### src/design/tagged_value_stream_parser_core_assert.svh
// ---------------------------------------------------------------------------
// tagged value stream parser assertion macros
// clocked property checks; these compile to nothing under synthesis
// ---------------------------------------------------------------------------
`ifndef TAGGED_VALUE_STREAM_PARSER_CORE_ASSERT_SVH
`define TAGGED_VALUE_STREAM_PARSER_CORE_ASSERT_SVH

`ifndef SYNTHESIS

// property checked outside reset
`define TVSP_ASSERT(label, clk, rst, prop, msg) \
   label: assert property (@(posedge clk) disable iff (rst) prop) else $error(msg);

// property checked at every edge, reset included
`define TVSP_ASSERT_ALWAYS(label, clk, prop, msg) \
   label: assert property (@(posedge clk) prop) else $error(msg);

`else

`define TVSP_ASSERT(label, clk, rst, prop, msg)
`define TVSP_ASSERT_ALWAYS(label, clk, prop, msg)

`endif

`endif

### src/design/tvsp_pkg.sv
// ---------------------------------------------------------------------------
// tvsp_pkg
// shared types, codes and decode helpers of the tagged value stream parser
// ---------------------------------------------------------------------------
`timescale 1ns / 1ps

package tvsp_pkg;

   // widths
   localparam int unsigned BYTE_W   = 8;
   localparam int unsigned ROLE_W   = 3;
   localparam int unsigned COUNT_W  = 24;
   localparam int unsigned SEEN_W   = 2;
   localparam int unsigned SIZE_W   = 4;

   // number of little-endian length bytes of a string (1 to 3)
   localparam int unsigned LENGTH_BYTES_DEFAULT = 3;

   // byte roles
   localparam logic [ROLE_W-1:0] ROLE_TYPE = 3'd0;
   localparam logic [ROLE_W-1:0] ROLE_LEN  = 3'd1;
   localparam logic [ROLE_W-1:0] ROLE_PAY  = 3'd2;
   localparam logic [ROLE_W-1:0] ROLE_END  = 3'd3;
   localparam logic [ROLE_W-1:0] ROLE_ERR  = 3'd4;

   // type codes
   localparam logic [BYTE_W-1:0] TYPE_END    = 8'd0;
   localparam logic [BYTE_W-1:0] TYPE_UINT16 = 8'd1;
   localparam logic [BYTE_W-1:0] TYPE_UINT32 = 8'd2;
   localparam logic [BYTE_W-1:0] TYPE_UINT64 = 8'd3;
   localparam logic [BYTE_W-1:0] TYPE_INT16  = 8'd4;
   localparam logic [BYTE_W-1:0] TYPE_INT32  = 8'd5;
   localparam logic [BYTE_W-1:0] TYPE_INT64  = 8'd6;
   localparam logic [BYTE_W-1:0] TYPE_BYTE   = 8'd7;
   localparam logic [BYTE_W-1:0] TYPE_STRING = 8'd10;

   // parser phase, one-hot
   typedef enum logic [2:0] {
      PH_TYPE = 3'b001,
      PH_LEN  = 3'b010,
      PH_PAY  = 3'b100
   } phase_type;

   // one result item
   typedef struct packed {
      logic [ROLE_W-1:0]  byte_role;
      logic [BYTE_W-1:0]  value_type;
      logic [BYTE_W-1:0]  data_out;
      logic [COUNT_W-1:0] payload_offset;
      logic               value_done;
      logic [COUNT_W-1:0] string_length;
   } result_type;

   // payload size of a fixed-size type, zero for any other code
   function automatic logic [SIZE_W-1:0] fixed_size(input logic [BYTE_W-1:0] code);
      logic [SIZE_W-1:0] size;
      case (code)
         TYPE_UINT16, TYPE_INT16: size = 4'd2;
         TYPE_UINT32, TYPE_INT32: size = 4'd4;
         TYPE_UINT64, TYPE_INT64: size = 4'd8;
         TYPE_BYTE:               size = 4'd1;
         default:                 size = 4'd0;
      endcase
      return size;
   endfunction

endpackage

### src/design/tvsp_in_reg.sv
// ---------------------------------------------------------------------------
// tvsp_in_reg
// input register: holds one accepted byte until the parse stage takes it
// ---------------------------------------------------------------------------
`timescale 1ns / 1ps

module tvsp_in_reg
   import tvsp_pkg::*;
(
   input  logic              clock,
   input  logic              reset,
   input  logic              in_valid,
   output logic              in_ready,
   input  logic [BYTE_W-1:0] in_byte,
   input  logic              take,
   output logic              held_valid,
   output logic [BYTE_W-1:0] held_byte
);

   logic              valid_ff;
   logic              valid_in;
   logic [BYTE_W-1:0] byte_ff;
   logic              load;

   // room when empty or when the held item moves on this cycle
   assign in_ready = !valid_ff || take;
   assign load     = in_valid && in_ready;
   assign valid_in = load || (valid_ff && !take);

   always_ff @(posedge clock) begin
      if (reset) begin
         valid_ff <= 1'b0;
      end else begin
         valid_ff <= valid_in;
      end
   end

   // payload, no reset
   always_ff @(posedge clock) begin
      if (load) begin
         byte_ff <= in_byte;
      end
   end

   assign held_valid = valid_ff;
   assign held_byte  = byte_ff;

endmodule

### src/design/tvsp_parse.sv
// ---------------------------------------------------------------------------
// tvsp_parse
// parser state and the per-byte classification logic
// ---------------------------------------------------------------------------
`timescale 1ns / 1ps

`include "tagged_value_stream_parser_core_assert.svh"

module tvsp_parse
   import tvsp_pkg::*;
#(
   parameter int unsigned LENGTH_BYTES = LENGTH_BYTES_DEFAULT
)
(
   input  logic              clock,
   input  logic              reset,
   input  logic              step,
   input  logic [BYTE_W-1:0] data_byte,
   output result_type        result
);

   localparam logic [SEEN_W-1:0] LEN_NEEDED = SEEN_W'(LENGTH_BYTES);

   phase_type          phase_ff,     phase_in;
   logic [BYTE_W-1:0]  cur_type_ff,  cur_type_in;
   logic [COUNT_W-1:0] remaining_ff, remaining_in;
   logic [SEEN_W-1:0]  seen_ff,      seen_in;
   logic [COUNT_W-1:0] acc_ff,       acc_in;
   logic [COUNT_W-1:0] offset_ff,    offset_in;

   logic [SIZE_W-1:0]  size;
   logic [COUNT_W-1:0] acc_merge;
   logic [SEEN_W-1:0]  seen_next;
   logic               last_pay;

   assign size      = fixed_size(data_byte);
   assign seen_next = seen_ff + 1'b1;
   assign last_pay  = (remaining_ff[COUNT_W-1:1] == '0);

   // place the length byte by its position
   always_comb begin
      case (seen_ff)
         2'd0:    acc_merge = acc_ff | {16'd0, data_byte};
         2'd1:    acc_merge = acc_ff | {8'd0, data_byte, 8'd0};
         2'd2:    acc_merge = acc_ff | {data_byte, 16'd0};
         default: acc_merge = acc_ff;
      endcase
   end

   // next state and result for the byte at hand
   always_comb begin
      phase_in     = phase_ff;
      cur_type_in  = cur_type_ff;
      remaining_in = remaining_ff;
      seen_in      = seen_ff;
      acc_in       = acc_ff;
      offset_in    = offset_ff;

      result.byte_role      = ROLE_TYPE;
      result.value_type     = data_byte;
      result.data_out       = data_byte;
      result.payload_offset = '0;
      result.value_done     = 1'b0;
      result.string_length  = '0;

      case (phase_ff)
         PH_LEN: begin
            result.byte_role     = ROLE_LEN;
            result.value_type    = cur_type_ff;
            result.string_length = acc_merge;
            acc_in               = acc_merge;
            seen_in              = seen_next;
            if (seen_next >= LEN_NEEDED) begin
               if (acc_merge == '0) begin
                  result.value_done = 1'b1;
                  phase_in          = PH_TYPE;
               end else begin
                  phase_in     = PH_PAY;
                  remaining_in = acc_merge;
                  offset_in    = '0;
               end
            end
         end
         PH_PAY: begin
            result.byte_role      = ROLE_PAY;
            result.value_type     = cur_type_ff;
            result.payload_offset = offset_ff;
            result.string_length  = (cur_type_ff == TYPE_STRING) ? acc_ff : '0;
            offset_in             = offset_ff + 1'b1;
            if (last_pay) begin
               remaining_in      = '0;
               result.value_done = 1'b1;
               phase_in          = PH_TYPE;
            end else begin
               remaining_in = remaining_ff - 1'b1;
            end
         end
         default: begin
            phase_in = PH_TYPE;
            if (data_byte == TYPE_END) begin
               result.byte_role = ROLE_END;
            end else if (size != '0) begin
               cur_type_in  = data_byte;
               remaining_in = COUNT_W'(size);
               offset_in    = '0;
               phase_in     = PH_PAY;
            end else if (data_byte == TYPE_STRING) begin
               cur_type_in  = data_byte;
               seen_in      = '0;
               acc_in       = '0;
               remaining_in = '0;
               offset_in    = '0;
               phase_in     = PH_LEN;
            end else begin
               result.byte_role = ROLE_ERR;
            end
         end
      endcase
   end

   // state update once per byte
   always_ff @(posedge clock) begin
      if (reset) begin
         phase_ff     <= PH_TYPE;
         cur_type_ff  <= '0;
         remaining_ff <= '0;
         seen_ff      <= '0;
         acc_ff       <= '0;
         offset_ff    <= '0;
      end else if (step) begin
         phase_ff     <= phase_in;
         cur_type_ff  <= cur_type_in;
         remaining_ff <= remaining_in;
         seen_ff      <= seen_in;
         acc_ff       <= acc_in;
         offset_ff    <= offset_in;
      end
   end

   // payload phase always has at least one byte due
   `TVSP_ASSERT(a_pay_remaining, clock, reset, (phase_ff == PH_PAY) |-> (remaining_ff != '0), "payload phase with no bytes remaining")

   // a completed value returns the parser to the type phase
   `TVSP_ASSERT(a_done_to_type, clock, reset, (step && result.value_done) |=> (phase_ff == PH_TYPE), "value done but parser not back in type phase")

   // reset always lands in the type phase
   `TVSP_ASSERT_ALWAYS(a_reset_phase, clock, reset |=> (phase_ff == PH_TYPE), "phase not cleared by reset")

endmodule

### src/design/tvsp_out_reg.sv
// ---------------------------------------------------------------------------
// tvsp_out_reg
// result register: holds one result item until the consumer takes it
// ---------------------------------------------------------------------------
`timescale 1ns / 1ps

module tvsp_out_reg
   import tvsp_pkg::*;
(
   input  logic       clock,
   input  logic       reset,
   input  logic       load,
   input  result_type result_in,
   input  logic       out_ready,
   output logic       out_valid,
   output logic       can_load,
   output result_type result_out
);

   logic       valid_ff;
   logic       valid_in;
   result_type result_ff;

   // free when empty or when the held item leaves this cycle
   assign can_load = !valid_ff || out_ready;
   assign valid_in = load || (valid_ff && !out_ready);

   always_ff @(posedge clock) begin
      if (reset) begin
         valid_ff <= 1'b0;
      end else begin
         valid_ff <= valid_in;
      end
   end

   // payload, no reset
   always_ff @(posedge clock) begin
      if (load) begin
         result_ff <= result_in;
      end
   end

   assign out_valid  = valid_ff;
   assign result_out = result_ff;

endmodule

### src/design/tagged_value_stream_parser_core.sv
// Path: an accepted item waits in the input register, is parsed, and is held in the result register
// until taken; a full result register holds it back (one input register, one result register).
// Throughput: one item per cycle while rsp_tready stays high; the parse state updates once per byte.
// Reset: synchronous, active high; both registers empty, parser expects a type byte.
// ---------------------------------------------------------------------------
// tagged_value_stream_parser_core
// classifies each byte of a tagged value stream: type, length, payload,
// message end or unknown-type error
// ---------------------------------------------------------------------------
`timescale 1ns / 1ps

module tagged_value_stream_parser_core
   import tvsp_pkg::*;
#(
   parameter int unsigned LENGTH_BYTES = LENGTH_BYTES_DEFAULT
)
(
   input  logic        clock,
   input  logic        reset,
   // request item
   input  logic        req_tvalid,
   output logic        req_tready,
   input  logic [7:0]  req_tdata,   // [7:0] data_byte
   // result item
   output logic        rsp_tvalid,
   input  logic        rsp_tready,
   output logic [55:0] rsp_tdata,   // [7:0] data_out, [31:8] payload_offset,
                                    // [55:32] string_length
   output logic [10:0] rsp_tuser,   // [2:0] byte_role, [10:3] value_type
   output logic        rsp_tlast    // value_done
);

   logic              held_valid;
   logic [BYTE_W-1:0] held_byte;
   logic              can_load;
   logic              advance;
   result_type        parsed;
   result_type        out_item;

   // move the held byte on when the result register has room
   assign advance = held_valid && can_load;

   tvsp_in_reg u_in_reg (
      .clock      (clock),
      .reset      (reset),
      .in_valid   (req_tvalid),
      .in_ready   (req_tready),
      .in_byte    (req_tdata),
      .take       (advance),
      .held_valid (held_valid),
      .held_byte  (held_byte)
   );

   tvsp_parse #(
      .LENGTH_BYTES (LENGTH_BYTES)
   ) u_parse (
      .clock     (clock),
      .reset     (reset),
      .step      (advance),
      .data_byte (held_byte),
      .result    (parsed)
   );

   tvsp_out_reg u_out_reg (
      .clock      (clock),
      .reset      (reset),
      .load       (advance),
      .result_in  (parsed),
      .out_ready  (rsp_tready),
      .out_valid  (rsp_tvalid),
      .can_load   (can_load),
      .result_out (out_item)
   );

   // pack the result item
   assign rsp_tdata = {out_item.string_length, out_item.payload_offset, out_item.data_out};
   assign rsp_tuser = {out_item.value_type, out_item.byte_role};
   assign rsp_tlast = out_item.value_done;

endmodule
### config.mk
export PLATFORM = sky130hd
export DESIGN_NAME = tagged_value_stream_parser_core
export DESIGN_NICKNAME = d
export VERILOG_FILES = /design/src/design/tvsp_pkg.sv /design/src/design/tvsp_in_reg.sv /design/src/design/tvsp_parse.sv /design/src/design/tvsp_out_reg.sv /design/src/design/tagged_value_stream_parser_core.sv
export VERILOG_INCLUDE_DIRS = /design/src /design/src/design
export SDC_FILE = /design/constraint.sdc
export NUM_CORES = 1
export LEC_CHECK = 0
export BUFFER_PORTS_ARGS = -buffer_cell sky130_fd_sc_hd__buf_2
export CAP_MARGIN = 20
export CELL_PAD_IN_SITES_DETAIL_PLACEMENT = 1
export CELL_PAD_IN_SITES_GLOBAL_PLACEMENT = 1
export CORE_MARGIN = 5
export CORE_UTILIZATION = 35
export CTS_CLUSTER_SIZE = 16
export DETAILED_ROUTE_END_ITERATION = 6
export PLACE_DENSITY = 0.65
export SKIP_LAST_GASP = 1
export SLEW_MARGIN = 20
export SYNTH_ARGS = -nofsm -noshare
export SYNTH_HDL_FRONTEND = slang
export SYNTH_HIERARCHICAL = 1
export SYNTH_SLANG_ARGS = --single-unit
### constraint.sdc
create_clock -name clock -period 6.4 [get_ports clock]
set_clock_uncertainty 0.2 [all_clocks]
set_input_delay 1.92 -clock clock [delete_from_list [all_inputs] [get_ports clock]]
set_output_delay 1.92 -clock clock [all_outputs]
set_load 0.02 [all_outputs]
==> impl_metrics.py <==
metrics = {
    "run_status": {
        "status": "finished clean",
    },
    "sta": {
        "grt_setup_unrepaired": "no",
        "max_slew_margin_pct": 27.1,
        "max_freq_mhz": 212,
        "setup_viol": 0,
        "setup_tns_ns": 0,
        "period_needed_ns": 4.72,
        "drv_slew": 0,
        "post-route-period-util_pct": 73.7,
        "hold_viol": 0,
        "tightestPinTransition_ns": 1.09,
    },
    "routing": {
        "met1_length_mm": 10.5,
        "num_vias": 6425,
        "highest_layer": "met4",
        "wl_met3_microns": 746,
        "wl_per_cell_microns": 18.9,
        "dr.pass1.iters": 5,
        "wl_met2_mm": 10.3,
        "drc": 0,
        "wirelength_mm": 21.9,
        "antenna_left": 0,
        "drt_iter0_markers": 395,
        "avgViaCountPerCell": 5.55,
    },
    "worst_setup_path": {
        "path_max_fanout": 4,
        "cp_data_arrival_time_ns": 2.60,
        "cp-end-kind": "output pin",
        "crit_chain": "buf_2 -> nand2b_4 -> and2_4 -> nand2b_4 -> buf_2",
        "critPathSlowestCell": "buf_2",
        "critPathBufInv": 2,
        "critPathTopFamily": "simple AND/OR/NAND/NOR gates",
        "slowest_delay_ns": 0.16,
        "startpoint_type": "primary input",
        "critical_path_class": "in -> out",
        "cp.required_ns": 4.28,
    },
    "place": {
        "port_buffers": 81,
        "gp_congestion": 0.754,
        "dp_hpwl_mm": 14.3,
        "placed_area_sq_mm": 0.00849,
    },
    "cells_and_area": {
        "n_antenna_cell": 0,
        "drive_gt1_share_pct": 18.3,
        "area_growth_pct": 13.5,
        "register_area_sq_mm": 0.00402,
        "multiInputGateArea_sq_mm": 0.00356,
        "final_area_sq_mm": 0.00911,
        "nets": 880,
        "n_fill_cell": 2583,
    },
    "run": {
        "drv_cap": 0,
    },
    "clock_tree": {
        "htree_levels": 4,
        "clk_latency_ns": 0.43,
        "cts_buffers": 17,
        "clkTransAtPathRegs_ns": 0.07,
        "cts_tree": "done",
        "ctsLongestPathBuffers": 2,
        "cts_sinks": 163,
        "cts_resized": 0,
        "postCtsSetupRepairBufs": 0,
        "ctsRootBufferMaster": "clkbuf_16",
        "ctsHoldBuffers": 0,
    },
    "yosys": {
        "synth_cells": 817,
        "synth_seq_cells": 163,
        "synth_cell_types": 67,
        "synth-async-reset-ratio_pct": 0,
        "synth_edf_count": 76,
        "ys_warn_count": 6,
        "syn_avg_cell_area_sq_um": 9.82,
        "synthesis.area_sq_mm": 0.00803,
        "synth-seq-area-share_pct": 50.1,
        "syn_nets": 838,
        "ys.flop_type": "dfxtp_1",
    },
    "floorplanning": {
        "dieArea_sq_mm": 0.0261,
        "die_height_microns": 161,
        "initial_utilization_pct": 35.5,
        "io_pins": 82,
        "rows": 55,
        "core_area_sq_mm": 0.0226,
        "die_w_microns": 161,
    },
    "power_and_ir_drop": {
        "p_int_uw": 1780,
        "p_leak_uw": 0.00347,
        "comb_power_share_pct": 5.0,
        "seq_power_share_pct": 48.4,
        "clkPwrFrac_pct": 46.6,
        "ir_worst_vdd_mv": 0.150,
        "swShare_pct": 24.2,
        "switchingPower_uw": 570,
        "p_per_area_mw_per_mm2": 258,
    },
    "global_route": {
        "grt_usage_pct": 16.8,
        "grt_pass1_vias": 6486,
        "grt_pass1_wl_mm": 35.4,
        "grt_max_degree": 72,
        "grt_overflow": 0,
        "antenna_found_initial": 0,
    },
    "min_path": {
        "min_path_type": "reg -> reg",
    },
}
power by group through the flow:
stage          combinational, uW  sequential, uW  clock, uW
2_1_floorplan               51.8            1190          0
3_3_place_gp                 118            1160          0
3_5_place_dp                 119            1160          0
4_1_cts                      119            1140       1120
5_1_grt                      127            1140       1160
6_report                     117            1140       1100
final timing paths:
kind / cells past startpoint / startpoint / to / slack (ns)
worst max-delay path: 5 / rsp_tready / req_tready / 1.68
worst min-delay path: 2 / u_parse/remaining_ff[16] / u_parse/remaining_ff[16] / 0.28
worst max register to register: 11 / u_parse/seen_ff[0] / u_parse/remaining_ff[6] / 2.35
worst min register to register: 2 / u_parse/remaining_ff[16] / u_parse/remaining_ff[16] / 0.28
final cells by class:
class                   instances  share of cell area (%)
flip-flops and latches        163                    44.2
clock inverters                14                    2.09
multi-input cells             568                    39.1
clock buffers                  18                    4.71
inverters                      17                   0.701
repair buffers                 92                    5.36
well taps                     285                    3.91
synthesized netlist by cell type, types with 7 or more instances:
cell type | count | area share (%)
a21o_1 | 23 | 2.2
a21oi_1 | 62 | 3.9
a22oi_1 | 22 | 2.1
and2_1 | 47 | 3.7
buf_2 | 13 | 0.81
buf_4 | 12 | 1.1
buf_6 | 8 | 1.1
clkbuf_1 | 35 | 1.6
dfxtp_1 | 87 | 22
edfxtp_1 | 76 | 28
ha_1 | 9 | 1.4
inv_1 | 17 | 0.79
mux2_2 | 8 | 1.1
nand2_1 | 63 | 2.9
nand3_1 | 35 | 2.2
nand3b_1 | 27 | 2.5
nor2_1 | 66 | 3.1
nor3_1 | 8 | 0.50
nor4_1 | 15 | 1.2
o21ai_1 | 20 | 1.2
o21bai_1 | 9 | 0.84
o31ai_1 | 43 | 4.0
or2_2 | 7 | 0.55
or4_1 | 18 | 1.7
registers in the layout (all words and copies together) (netlist names):
register and cells:
u_in_reg/held_byte 8, u_in_reg/held_valid 1, u_out_reg/out_valid 1, u_out_reg/result_out 68, u_parse/acc_ff 24, u_parse/cur_type_ff 8, u_parse/offset_ff 24, u_parse/phase_ff 3
u_parse/remaining_ff 24, u_parse/seen_ff 2
routing by layer:
layer  up-vias  GRT usage [%]
met5         -              0
met4         0           4.54
met3        18           2.99
met2       132           27.8
met1      3177           22.9
li1       3098              -
metrics by stage:
stage	std cells	power [uW]	util (%)	setup WS (ns)	hold slack [ns]
2_1_floorplan	817	1240	-	0.0832	0.247
3_5_place_dp	1125	1280	37.5	1.68	0.276
5_1_grt	1157	2430	40.2	1.65	0.306
6_report	1157	2350	40.2	1.68	0.281
4_1_cts	1157	2380	40.2	1.68	0.285
3_3_place_gp	1125	1280	37.5	1.68	0.258
tightest hold or removal path, cell delays in order (launching register included):
cell and delay [ns]:
dfxtp_1 0.31, o21ai_1 0.07, a21oi_1 0.06
cells in the final DEF, fill, tap and decap left out, drive strengths merged, types with 3 or more instances in the layout:
cell type,netlist,routed
buf,34,92
dfxtp,87,87
edfxtp,76,76
nor2,67,67
a21oi,65,65
nand2,63,63
and2,49,49
o31ai,43,43
nand3,35,35
o21ai,28,28
nand3b,27,27
inv,17,25
a21o,23,23
a22oi,22,22
or4,19,19
clkbuf,35,18
nor4,18,18
o21bai,9,9
ha,9,9
nor3,8,8
mux2,8,8
or2,7,7
nor3b,7,7
and3,6,6
or3,6,6
nand4,6,6
o211ai,5,5
mux2i,5,5
a31oi,4,4
nand2b,4,4
bufinv,0,3
clkinv,0,3
cell families after synthesis:
logic type	share of synthesized area, %
fa+ha+maj	1.40
compound gates	17.9
simple gates	22.8
buf+inv	5.67
flops	50.1
xor+xnor	0.312
mux	1.75
Power figures use the tool's default switching activity.
